--- config.mk ---
export PLATFORM = sky130hd
export DESIGN_NAME = chunk_best_fit_slot_packer_top
export DESIGN_NICKNAME = d
export VERILOG_FILES = /design/src/sv/cbfsp_pkg.sv /design/src/sv/cbfsp_list_mem.sv /design/src/sv/cbfsp_ctrl.sv /design/src/sv/chunk_best_fit_slot_packer_top.sv
export SDC_FILE = /design/constraint.sdc
export NUM_CORES = 2
export LEC_CHECK = 0
export BUFFER_PORTS_ARGS = -buffer_cell sky130_fd_sc_hd__clkbuf_2
export CAP_MARGIN = 25
export CORE_ASPECT_RATIO = 0.5
export CORE_MARGIN = 2
export CORE_UTILIZATION = 60
export DETAILED_ROUTE_END_ITERATION = 10
export PLACE_DENSITY_LB_ADDON = 0.12
export SYNTH_ARGS = -nofsm -noshare
export SYNTH_HDL_FRONTEND = slang
export SYNTH_SLANG_ARGS = --single-unit
--- constraint.sdc ---
create_clock -name i_clk -period 25.3 [get_ports i_clk]
set_clock_uncertainty 0.2 [all_clocks]
set_input_delay 7.59 -clock i_clk [delete_from_list [all_inputs] [get_ports i_clk]]
set_output_delay 7.59 -clock i_clk [all_outputs]
set_load 0.005 [all_outputs]
--- src/sv/cbfsp_pkg.sv ---
// Package: shared types, widths and codes of the best-fit slot packer.
package cbfsp_pkg;

    localparam int DEF_MAX_SLOTS = 128;
    localparam int LEN_BITS = 10;
    localparam int OUT_IDX_BITS = 7;
    localparam int SCOUNT_BITS = 8;
    localparam int CFG_ADDR_BITS = 1;
    localparam int CFG_DATA_BITS = 10;

    localparam logic [LEN_BITS-1:0] RST_CAPACITY = LEN_BITS'(32);
    localparam logic [SCOUNT_BITS-1:0] RST_SLOT_COUNT = SCOUNT_BITS'(128);

    localparam logic [CFG_ADDR_BITS-1:0] CFG_CAPACITY = 1'd0;
    localparam logic [CFG_ADDR_BITS-1:0] CFG_SLOT_COUNT = 1'd1;

    localparam logic ACT_PLACE = 1'b0;
    localparam logic ACT_CLEAR = 1'b1;

    typedef enum logic [1:0] {
        ST_PLACED   = 2'd0,
        ST_NO_ROOM  = 2'd1,
        ST_TOO_LONG = 2'd2,
        ST_CLEARED  = 2'd3
    } t_status;

    typedef struct packed {
        logic                action;
        logic [LEN_BITS-1:0] piece_length;
    } t_in_item;

    typedef struct packed {
        t_status                 status;
        logic [OUT_IDX_BITS-1:0] slot_index;
        logic [LEN_BITS-1:0]     rem_space;
    } t_out_item;

endpackage

--- src/sv/cbfsp_list_mem.sv ---
// Partial-slot list memory: one shared address port for writes and registered reads.
module cbfsp_list_mem #(
    parameter int DEPTH = cbfsp_pkg::DEF_MAX_SLOTS,
    parameter int WIDTH = cbfsp_pkg::LEN_BITS + 7,
    parameter int AW    = (DEPTH > 1) ? $clog2(DEPTH) : 1
) (
    input  logic             i_clk,
    input  logic             i_we,
    input  logic [AW-1:0]    i_addr,
    input  logic [WIDTH-1:0] i_wdata,
    output logic [WIDTH-1:0] o_rdata
);
    import cbfsp_pkg::*;

    logic [WIDTH-1:0] r_mem [DEPTH];
    logic [WIDTH-1:0] r_rdata;

    always_ff @(posedge i_clk) begin
        if (i_we) begin
            r_mem[i_addr] <= i_wdata;
        end
        r_rdata <= r_mem[i_addr];
    end

    assign o_rdata = r_rdata;

endmodule

--- src/sv/cbfsp_ctrl.sv ---
// Packer sequencer: list scan, best-fit choice, list update and fresh-slot counter.
module cbfsp_ctrl #(
    parameter int MAX_SLOTS = cbfsp_pkg::DEF_MAX_SLOTS,
    parameter int IW        = (MAX_SLOTS > 1) ? $clog2(MAX_SLOTS) : 1,
    parameter int CW        = $clog2(MAX_SLOTS + 1)
) (
    input  logic                                i_clk,
    input  logic                                i_rst_n,
    input  logic                                i_clear,
    input  logic [CW-1:0]                       i_slots,
    input  logic [cbfsp_pkg::LEN_BITS-1:0]      i_cap,
    input  logic                                i_in_valid,
    output logic                                o_in_ready,
    input  cbfsp_pkg::t_in_item                 i_in_item,
    output logic                                o_res_valid,
    input  logic                                i_res_ready,
    output cbfsp_pkg::t_out_item                o_res_item,
    output logic                                o_mem_we,
    output logic [IW-1:0]                       o_mem_addr,
    output logic [IW+cbfsp_pkg::LEN_BITS-1:0]   o_mem_wdata,
    input  logic [IW+cbfsp_pkg::LEN_BITS-1:0]   i_mem_rdata
);
    import cbfsp_pkg::*;

    localparam int EW = IW + LEN_BITS;
    localparam logic [CW-1:0] RST_FRESH =
        (int'(RST_SLOT_COUNT) > MAX_SLOTS) ? CW'(MAX_SLOTS) : CW'(RST_SLOT_COUNT);

    typedef enum logic [5:0] {
        S_IDLE   = 6'b000001,
        S_SCAN   = 6'b000010,
        S_LAST   = 6'b000100,
        S_DECIDE = 6'b001000,
        S_APPEND = 6'b010000,
        S_DONE   = 6'b100000
    } t_state;

    t_state              r_state, n_state;
    logic [CW-1:0]       r_fresh, n_fresh;
    logic [CW-1:0]       r_pcount, n_pcount;
    logic [LEN_BITS-1:0] r_len, n_len;
    logic [IW-1:0]       r_idx, n_idx;
    logic                r_cmp_vld, n_cmp_vld;
    logic [IW-1:0]       r_cmp_pos, n_cmp_pos;
    logic                r_found, n_found;
    logic [IW-1:0]       r_best_pos, n_best_pos;
    logic [LEN_BITS-1:0] r_best_space, n_best_space;
    logic [IW-1:0]       r_best_id, n_best_id;
    logic [EW-1:0]       r_last, n_last;
    logic [IW-1:0]       r_slot, n_slot;
    logic [LEN_BITS-1:0] r_left, n_left;
    t_status             r_status, n_status;

    logic [CW-1:0]       w_pc_m1;
    logic [CW-1:0]       w_fresh_m1;
    logic [LEN_BITS-1:0] w_rd_space;
    logic [IW-1:0]       w_rd_id;
    logic [LEN_BITS-1:0] w_fresh_left;
    logic [OUT_IDX_BITS+IW-1:0] w_slot_ext;

    assign w_pc_m1      = r_pcount - 1'b1;
    assign w_fresh_m1   = r_fresh - 1'b1;
    assign w_rd_space   = i_mem_rdata[LEN_BITS-1:0];
    assign w_rd_id      = i_mem_rdata[EW-1:LEN_BITS];
    assign w_fresh_left = i_cap - r_len;
    assign w_slot_ext   = {{OUT_IDX_BITS{1'b0}}, r_slot};

    assign o_in_ready  = (r_state == S_IDLE);
    assign o_res_valid = (r_state == S_DONE);
    assign o_res_item.status     = r_status;
    assign o_res_item.slot_index = w_slot_ext[OUT_IDX_BITS-1:0];
    assign o_res_item.rem_space  = r_left;

    always_comb begin
        n_state      = r_state;
        n_fresh      = r_fresh;
        n_pcount     = r_pcount;
        n_len        = r_len;
        n_idx        = r_idx;
        n_cmp_vld    = 1'b0;
        n_cmp_pos    = r_cmp_pos;
        n_found      = r_found;
        n_best_pos   = r_best_pos;
        n_best_space = r_best_space;
        n_best_id    = r_best_id;
        n_last       = r_last;
        n_slot       = r_slot;
        n_left       = r_left;
        n_status     = r_status;
        o_mem_we     = 1'b0;
        o_mem_addr   = r_idx;
        o_mem_wdata  = r_last;

        if (r_cmp_vld) begin
            if (w_rd_space >= r_len && (!r_found || w_rd_space < r_best_space)) begin
                n_found      = 1'b1;
                n_best_pos   = r_cmp_pos;
                n_best_space = w_rd_space;
                n_best_id    = w_rd_id;
            end
            if (CW'(r_cmp_pos) == w_pc_m1) begin
                n_last = i_mem_rdata;
            end
        end

        unique case (r_state)
            S_IDLE: begin
                if (i_in_valid) begin
                    n_slot   = '0;
                    n_left   = '0;
                    n_found  = 1'b0;
                    n_idx    = '0;
                    n_len    = i_in_item.piece_length;
                    n_state  = S_DONE;
                    if (i_in_item.action == ACT_CLEAR) begin
                        n_fresh  = i_slots;
                        n_pcount = '0;
                        n_status = ST_CLEARED;
                    end else if (i_in_item.piece_length > i_cap) begin
                        n_status = ST_TOO_LONG;
                    end else if (i_in_item.piece_length == i_cap) begin
                        if (r_fresh != '0) begin
                            n_fresh  = w_fresh_m1;
                            n_slot   = w_fresh_m1[IW-1:0];
                            n_status = ST_PLACED;
                        end else begin
                            n_status = ST_NO_ROOM;
                        end
                    end else if (r_pcount != '0) begin
                        n_state = S_SCAN;
                    end else begin
                        n_state = S_DECIDE;
                    end
                end
            end
            S_SCAN: begin
                n_cmp_vld = 1'b1;
                n_cmp_pos = r_idx;
                if (CW'(r_idx) == w_pc_m1) begin
                    n_state = S_LAST;
                end else begin
                    n_idx = r_idx + 1'b1;
                end
            end
            S_LAST: begin
                n_state = S_DECIDE;
            end
            S_DECIDE: begin
                n_state = S_DONE;
                if (r_found) begin
                    n_status    = ST_PLACED;
                    n_slot      = r_best_id;
                    n_left      = r_best_space - r_len;
                    o_mem_we    = 1'b1;
                    o_mem_addr  = r_best_pos;
                    o_mem_wdata = r_last;
                    if (n_left != '0) begin
                        n_state = S_APPEND;
                    end else begin
                        n_pcount = w_pc_m1;
                    end
                end else if (r_fresh != '0) begin
                    n_status = ST_PLACED;
                    n_fresh  = w_fresh_m1;
                    n_slot   = w_fresh_m1[IW-1:0];
                    n_left   = w_fresh_left;
                    if (32'(r_pcount) < 32'(MAX_SLOTS)) begin
                        o_mem_we    = 1'b1;
                        o_mem_addr  = r_pcount[IW-1:0];
                        o_mem_wdata = {w_fresh_m1[IW-1:0], w_fresh_left};
                        n_pcount    = r_pcount + 1'b1;
                    end
                end else begin
                    n_status = ST_NO_ROOM;
                end
            end
            S_APPEND: begin
                o_mem_we    = 1'b1;
                o_mem_addr  = w_pc_m1[IW-1:0];
                o_mem_wdata = {r_slot, r_left};
                n_state     = S_DONE;
            end
            S_DONE: begin
                if (i_res_ready) begin
                    n_state = S_IDLE;
                end
            end
            default: begin
                n_state = S_IDLE;
            end
        endcase

        if (i_clear) begin
            n_fresh  = i_slots;
            n_pcount = '0;
        end
    end

    always_ff @(posedge i_clk) begin
        if (!i_rst_n) begin
            r_state   <= S_IDLE;
            r_fresh   <= RST_FRESH;
            r_pcount  <= '0;
            r_cmp_vld <= 1'b0;
        end else begin
            r_state   <= n_state;
            r_fresh   <= n_fresh;
            r_pcount  <= n_pcount;
            r_cmp_vld <= n_cmp_vld;
        end
    end

    always_ff @(posedge i_clk) begin
        r_len        <= n_len;
        r_idx        <= n_idx;
        r_cmp_pos    <= n_cmp_pos;
        r_found      <= n_found;
        r_best_pos   <= n_best_pos;
        r_best_space <= n_best_space;
        r_best_id    <= n_best_id;
        r_last       <= n_last;
        r_slot       <= n_slot;
        r_left       <= n_left;
        r_status     <= n_status;
    end

    a_cmp_in_scan: assert property (@(posedge i_clk) disable iff (!i_rst_n)
        r_cmp_vld |-> (r_state == S_SCAN || r_state == S_LAST))
        else $error("compare valid outside the list scan");

    a_write_when_updating: assert property (@(posedge i_clk) disable iff (!i_rst_n)
        o_mem_we |-> (r_state == S_DECIDE || r_state == S_APPEND))
        else $error("list write outside the update states");

    a_last_to_decide: assert property (@(posedge i_clk) disable iff (!i_rst_n)
        (r_state == S_LAST) |=> (r_state == S_DECIDE))
        else $error("scan end not followed by the decision");

    a_place_scans: assert property (@(posedge i_clk) disable iff (!i_rst_n)
        (r_state == S_IDLE && i_in_valid && i_in_item.action == ACT_PLACE
         && i_in_item.piece_length < i_cap && r_pcount != '0) |=> (r_state == S_SCAN))
        else $error("short piece with a non-empty list did not start a scan");

endmodule

--- src/sv/chunk_best_fit_slot_packer_top.sv ---
// Top level of the best-fit slot packer: configuration registers, result register.
// Flow: batch clear, over-long and full-size pieces go from idle straight to the result;
// a shorter piece scans the partial list (skipped when the list is empty), then decides,
// with an extra update step when the chosen partial slot stays open.
// Throughput: one item at a time; the list scan reads one memory entry per cycle
// through the single list memory port.
// Reset: synchronous, active low; registers return to capacity 32 and slot count 128,
// all slots fresh and the partial list empty; the list memory itself is not cleared.
module chunk_best_fit_slot_packer_top #(
    parameter int MAX_SLOTS = cbfsp_pkg::DEF_MAX_SLOTS
) (
    input  logic                                   i_clk,
    input  logic                                   i_rst_n,
    input  logic                                   i_cfg_we,
    input  logic [cbfsp_pkg::CFG_ADDR_BITS-1:0]    i_cfg_addr,
    input  logic [cbfsp_pkg::CFG_DATA_BITS-1:0]    i_cfg_data,
    input  logic                                   i_in_valid,
    output logic                                   o_in_ready,
    input  cbfsp_pkg::t_in_item                    i_in_item,
    output logic                                   o_out_valid,
    input  logic                                   i_out_ready,
    output cbfsp_pkg::t_out_item                   o_out_item
);
    import cbfsp_pkg::*;

    localparam int IW = (MAX_SLOTS > 1) ? $clog2(MAX_SLOTS) : 1;
    localparam int CW = $clog2(MAX_SLOTS + 1);
    localparam int EW = IW + LEN_BITS;

    logic [LEN_BITS-1:0]    r_cap;
    logic [SCOUNT_BITS-1:0] r_scount;
    logic [SCOUNT_BITS-1:0] w_scount_next;
    logic [CW-1:0]          w_slots;
    logic                   w_clear;

    logic                   r_out_vld;
    t_out_item              r_out_item;

    logic                   w_res_valid;
    logic                   w_res_ready;
    t_out_item              w_res_item;
    logic                   w_mem_we;
    logic [IW-1:0]          w_mem_addr;
    logic [EW-1:0]          w_mem_wdata;
    logic [EW-1:0]          w_mem_rdata;

    assign w_clear = i_cfg_we && (i_cfg_addr == CFG_CAPACITY || i_cfg_addr == CFG_SLOT_COUNT);
    assign w_scount_next = (i_cfg_we && i_cfg_addr == CFG_SLOT_COUNT) ?
                           i_cfg_data[SCOUNT_BITS-1:0] : r_scount;
    assign w_slots = (32'(w_scount_next) > 32'(MAX_SLOTS)) ? CW'(MAX_SLOTS) : CW'(w_scount_next);

    always_ff @(posedge i_clk) begin
        if (!i_rst_n) begin
            r_cap    <= RST_CAPACITY;
            r_scount <= RST_SLOT_COUNT;
        end else if (i_cfg_we) begin
            unique case (i_cfg_addr)
                CFG_CAPACITY:   r_cap    <= i_cfg_data[LEN_BITS-1:0];
                CFG_SLOT_COUNT: r_scount <= i_cfg_data[SCOUNT_BITS-1:0];
                default: begin
                end
            endcase
        end
    end

    // hold a finished transfer until the sink takes it
    assign w_res_ready = !r_out_vld || i_out_ready;

    always_ff @(posedge i_clk) begin
        if (!i_rst_n) begin
            r_out_vld <= 1'b0;
        end else if (w_res_ready) begin
            r_out_vld <= w_res_valid;
        end
    end

    always_ff @(posedge i_clk) begin
        if (w_res_ready && w_res_valid) begin
            r_out_item <= w_res_item;
        end
    end

    assign o_out_valid = r_out_vld;
    assign o_out_item  = r_out_item;

    cbfsp_ctrl #(
        .MAX_SLOTS (MAX_SLOTS),
        .IW        (IW),
        .CW        (CW)
    ) u_ctrl (
        .i_clk       (i_clk),
        .i_rst_n     (i_rst_n),
        .i_clear     (w_clear),
        .i_slots     (w_slots),
        .i_cap       (r_cap),
        .i_in_valid  (i_in_valid),
        .o_in_ready  (o_in_ready),
        .i_in_item   (i_in_item),
        .o_res_valid (w_res_valid),
        .i_res_ready (w_res_ready),
        .o_res_item  (w_res_item),
        .o_mem_we    (w_mem_we),
        .o_mem_addr  (w_mem_addr),
        .o_mem_wdata (w_mem_wdata),
        .i_mem_rdata (w_mem_rdata)
    );

    cbfsp_list_mem #(
        .DEPTH (MAX_SLOTS),
        .WIDTH (EW),
        .AW    (IW)
    ) u_list_mem (
        .i_clk   (i_clk),
        .i_we    (w_mem_we),
        .i_addr  (w_mem_addr),
        .i_wdata (w_mem_wdata),
        .o_rdata (w_mem_rdata)
    );

endmodule

==> impl_metrics.yaml <==
outcome:
  outcome: "finished clean"
cts:
  cts-buffers-inserted: 202
  clk_root_buffer_cell: "sky130_fd_sc_hd__clkbuf_16"
  post_cts_buffers: 0
  cts.reportedPaths.clkPinSlew_ns: 0.07
  cts-hold-fix-buffers: 0
  cts-htree-levels: 4
  clock_latency_late_sink_ns: 0.86
  cts-resized-gates: 0
  cts_sinks: 2339
  cts.path.max_buffers: 4
  cts_tree: "done"
floorplanning:
  io_pins: 48
  die_x_um: 556
  die_h_um: 280
  design.die.area_um2: 156000
  initial_core_util: 0.603
  row_count: 101
  core_um2: 151000
placement:
  postPlaceCellArea_um2: 94900
  detailed_place_hpwl_um: 169000
  place_congestion: 0.943
  number_of_placed_instances_taps_included: 7850
  place.port_buffers: 47
critical_path:
  worst_ep_required_time_ns: 17.51
  reg2reg_slack_ns: 18.05
  crit_path_cell_trace: "nor4_1, nand2_1, inv_1, clkbuf_2"
  worst-r2r-cell-count: 17
  crit_slowest_cell: "sky130_fd_sc_hd__dfxtp_1"
  timing.rr.start: "u_ctrl.r_pcount[0]"
  critPathCaptureType: "output port"
  critical_path.top_delay_family: "simple AND/OR/NAND/NOR gates"
  critical_path.max_stage_delay_ns: 0.40
  arrival_ns: 2.01
  regToRegEndpoint: "u_list_mem.o_rdata[12]"
  worst_setup_sp: "u_ctrl.r_state[2]"
  critical_path.n_buffers_inverters: 2
  critPathLaunchType: "flop"
  cp.depth: 4
  crit_type: "flop to output port"
  path_max_fanout: 9
  endpoint: "o_in_ready"
timing:
  finalCritPeriodShare: 0.387
  timing.final.max_slew_violations: 0
  slew_headroom: 0.169
  final_count_of_negative_setup_slack_endpoints: 0
  timing.final.crit_period_ns: 9.80
  timing_worst_slew_pin_value_ns: 1.25
  final_number_of_hold_violating_endpoints: 0
  fmaxAchievable_mhz: 102
  grt_setup_unrepaired: "false"
  final.setup.tns_ns: 0
synthesis:
  synthMostInstantiatedCell: "sky130_fd_sc_hd__edfxtp_1"
  postSynthNetCount: 5988
  synth_enable_flop_cells: 2279
  ys_seq_elements: 2339
  synth-async-reset-ratio: 0
  yosys-top-cells-area: "sky130_fd_sc_hd__edfxtp_1, sky130_fd_sc_hd__nand2_1, sky130_fd_sc_hd__a21oi_1"
  synth_cells: 5907
  synth-warning-count: 0
  synth_cell_type_count: 90
  yosys_most_used_dff: "sky130_fd_sc_hd__edfxtp_1"
  post_synth.cell_area_avg_um2: 15.5
  synth_top_area_frac: 0.750
  synth.largest_area_cell: "sky130_fd_sc_hd__edfxtp_1"
  mappedNetlistArea_um2: 91300
  synth_sequential_area_ratio: 0.763
  synth.cells.most_frequent: "sky130_fd_sc_hd__edfxtp_1, sky130_fd_sc_hd__nand2_1, sky130_fd_sc_hd__a21oi_1, sky130_fd_sc_hd__nor2_1, sky130_fd_sc_hd__o21ai_0"
global_routing:
  grt.total_usage: 0.365
  pin_count_of_the_biggest_net_entering_global_routing: 106
  wire_length_of_the_first_global_routing_pass_um: 402000
  first_global_vias: 54700
  globalRoute.totalOverflow: 0
  antenna_violations_before_repair: 20
final_layout:
  drive_above_1_share: 0.113
  final_nets: 6143
  area_growth_syn_to_layout_pct: 10.8
  fillerInstances: 10200
  fin_util: 0.668
  finished_layout_cell_area_um2: 101000
  layoutNonFillerInstCount: 8221
power_and_ir_drop:
  power.density_cell_area_nw_per_um2: 83.2
  ir_worst_vdd_uv: 60.5
  leakagePower_nw: 33.0
drt:
  postRouteAntennaNets: 0
  wl_per_cell_um: 34.9
  drt_first_pass_iters: 7
  route.detailed.vias_per_inst: 7.08
  vias: 58200
  wl_um: 287000
  remaining_drc_errors: 0
  drt-initial-drc-count: 10900
flow_run:
  cap_violations: 0
min_path:
  worst_hold_path_type: "flop to flop"
## metal layers
| metal | GRT usage | wire length (µm) | vias to the layer above |
|---|---|---|---|
| met4 | 0.118 | 10000 | 14 |
| li1 | - | - | 23700 |
| met1 | 0.522 | 106000 | 29200 |
| met3 | 0.131 | 47400 | 566 |
| met2 | 0.526 | 123000 | 4668 |
| met5 | 0 | 137 | - |
## logic make-up after synthesis
logic type	Yosys count	share of synthesized area
AOI/OAI and AO/OA	1656	0.128
xor gates and xnor gates	39	0.00374
buffers and inverters	438	0.0218
DFF	2339	0.763
muxes	192	0.0214
and+or+nand+nor	1189	0.0549
adders and majority gates	54	0.00756
## area by class of cell
type	instances	area (µm²)	area share
multi-input combinational	3130	20100	0.199
clock buffer	260	5370	0.0531
inverter	57	214	0.00212
antenna	5	12.5	0.000124
sequential	2339	69600	0.689
timing repair buffer	332	2650	0.0262
tap	2008	2510	0.0248
clock inverter	90	638	0.00631
## worst reg2reg max path, cell delays in order, from the launching register on
cell and delay (ns):
sky130_fd_sc_hd__dfxtp_1 0.69, sky130_fd_sc_hd__inv_1 0.20, sky130_fd_sc_hd__ha_1 0.31, sky130_fd_sc_hd__xnor2_1 0.23, sky130_fd_sc_hd__nor3_1 0.42, sky130_fd_sc_hd__a311oi_4 0.18
sky130_fd_sc_hd__a32oi_4 0.26, sky130_fd_sc_hd__buf_4 0.51, sky130_fd_sc_hd__and3_4 0.55, sky130_fd_sc_hd__buf_4 0.64, sky130_fd_sc_hd__buf_4 0.77, sky130_fd_sc_hd__a22o_1 0.25
sky130_fd_sc_hd__a221o_1 0.13, sky130_fd_sc_hd__nor4_1 0.05, sky130_fd_sc_hd__nor3_1 0.69, sky130_fd_sc_hd__a2111oi_0 0.20, sky130_fd_sc_hd__buf_4 0.20, sky130_fd_sc_hd__a211oi_1 0.57
## through the flow
step / setup WS [ns] / hold slack (ns) / total power, mW
4_1_cts: 15.49 / 0.229 / 8.35
6_report: 15.50 / 0.237 / 8.41
3_5_place_dp: 15.38 / 0.214 / 5.47
5_1_grt: 15.37 / 0.252 / 8.59
3_3_place_gp: 15.24 / 0.215 / 5.46
2_1_floorplan: 15.80 / 0.200 / 4.96
## flip-flops by register name, indices dropped and copies added (netlist names), 8 cells and up
name and flops:
r_scount 8, u_ctrl.r_fresh 8, u_ctrl.r_best_space 10, u_ctrl.r_len 10
u_list_mem.o_rdata 17, o_out_item 19, u_ctrl.r_last 17, u_ctrl.r_left 10
u_ctrl.r_pcount 8, r_cap 10, u_list_mem.r_mem 2176
## how the worst min path moves through the flow
stage | cells past startpoint | end | from
floorplan | 0 | o_out_item[17] | u_ctrl.r_status[0]
global placement | 0 | o_out_item[18] | u_ctrl.r_status[1]
detailed placement | 0 | o_out_item[17] | u_ctrl.r_status[0]
CTS | 0 | o_out_item[17] | u_ctrl.r_status[0]
global route | 0 | o_out_item[18] | u_ctrl.r_status[1]
finish | 0 | u_ctrl.r_last[12] | u_list_mem.o_rdata[12]
## where the power goes
group          total [mW]  switching (mW)  internal, mW
logic                1.17           0.846         0.321
registers            4.30          0.0564          4.24
clock network        2.95            1.37          1.57
total                8.41            2.28          6.13
## cells in the final DEF (no fill, tap or decap), drive strengths merged, types with 60 or more instances in the layout
master	n
mux2i	165
a22o	110
a21oi	468
a221o	124
a221oi	121
buf	279
edfxtp	2279
dfxtp	60
nor2	226
clkinv	75
a22oi	172
nand3	74
o21ai	216
inv	62
nand2	718
clkbuf	312
Power figures use the tool's default switching activity.
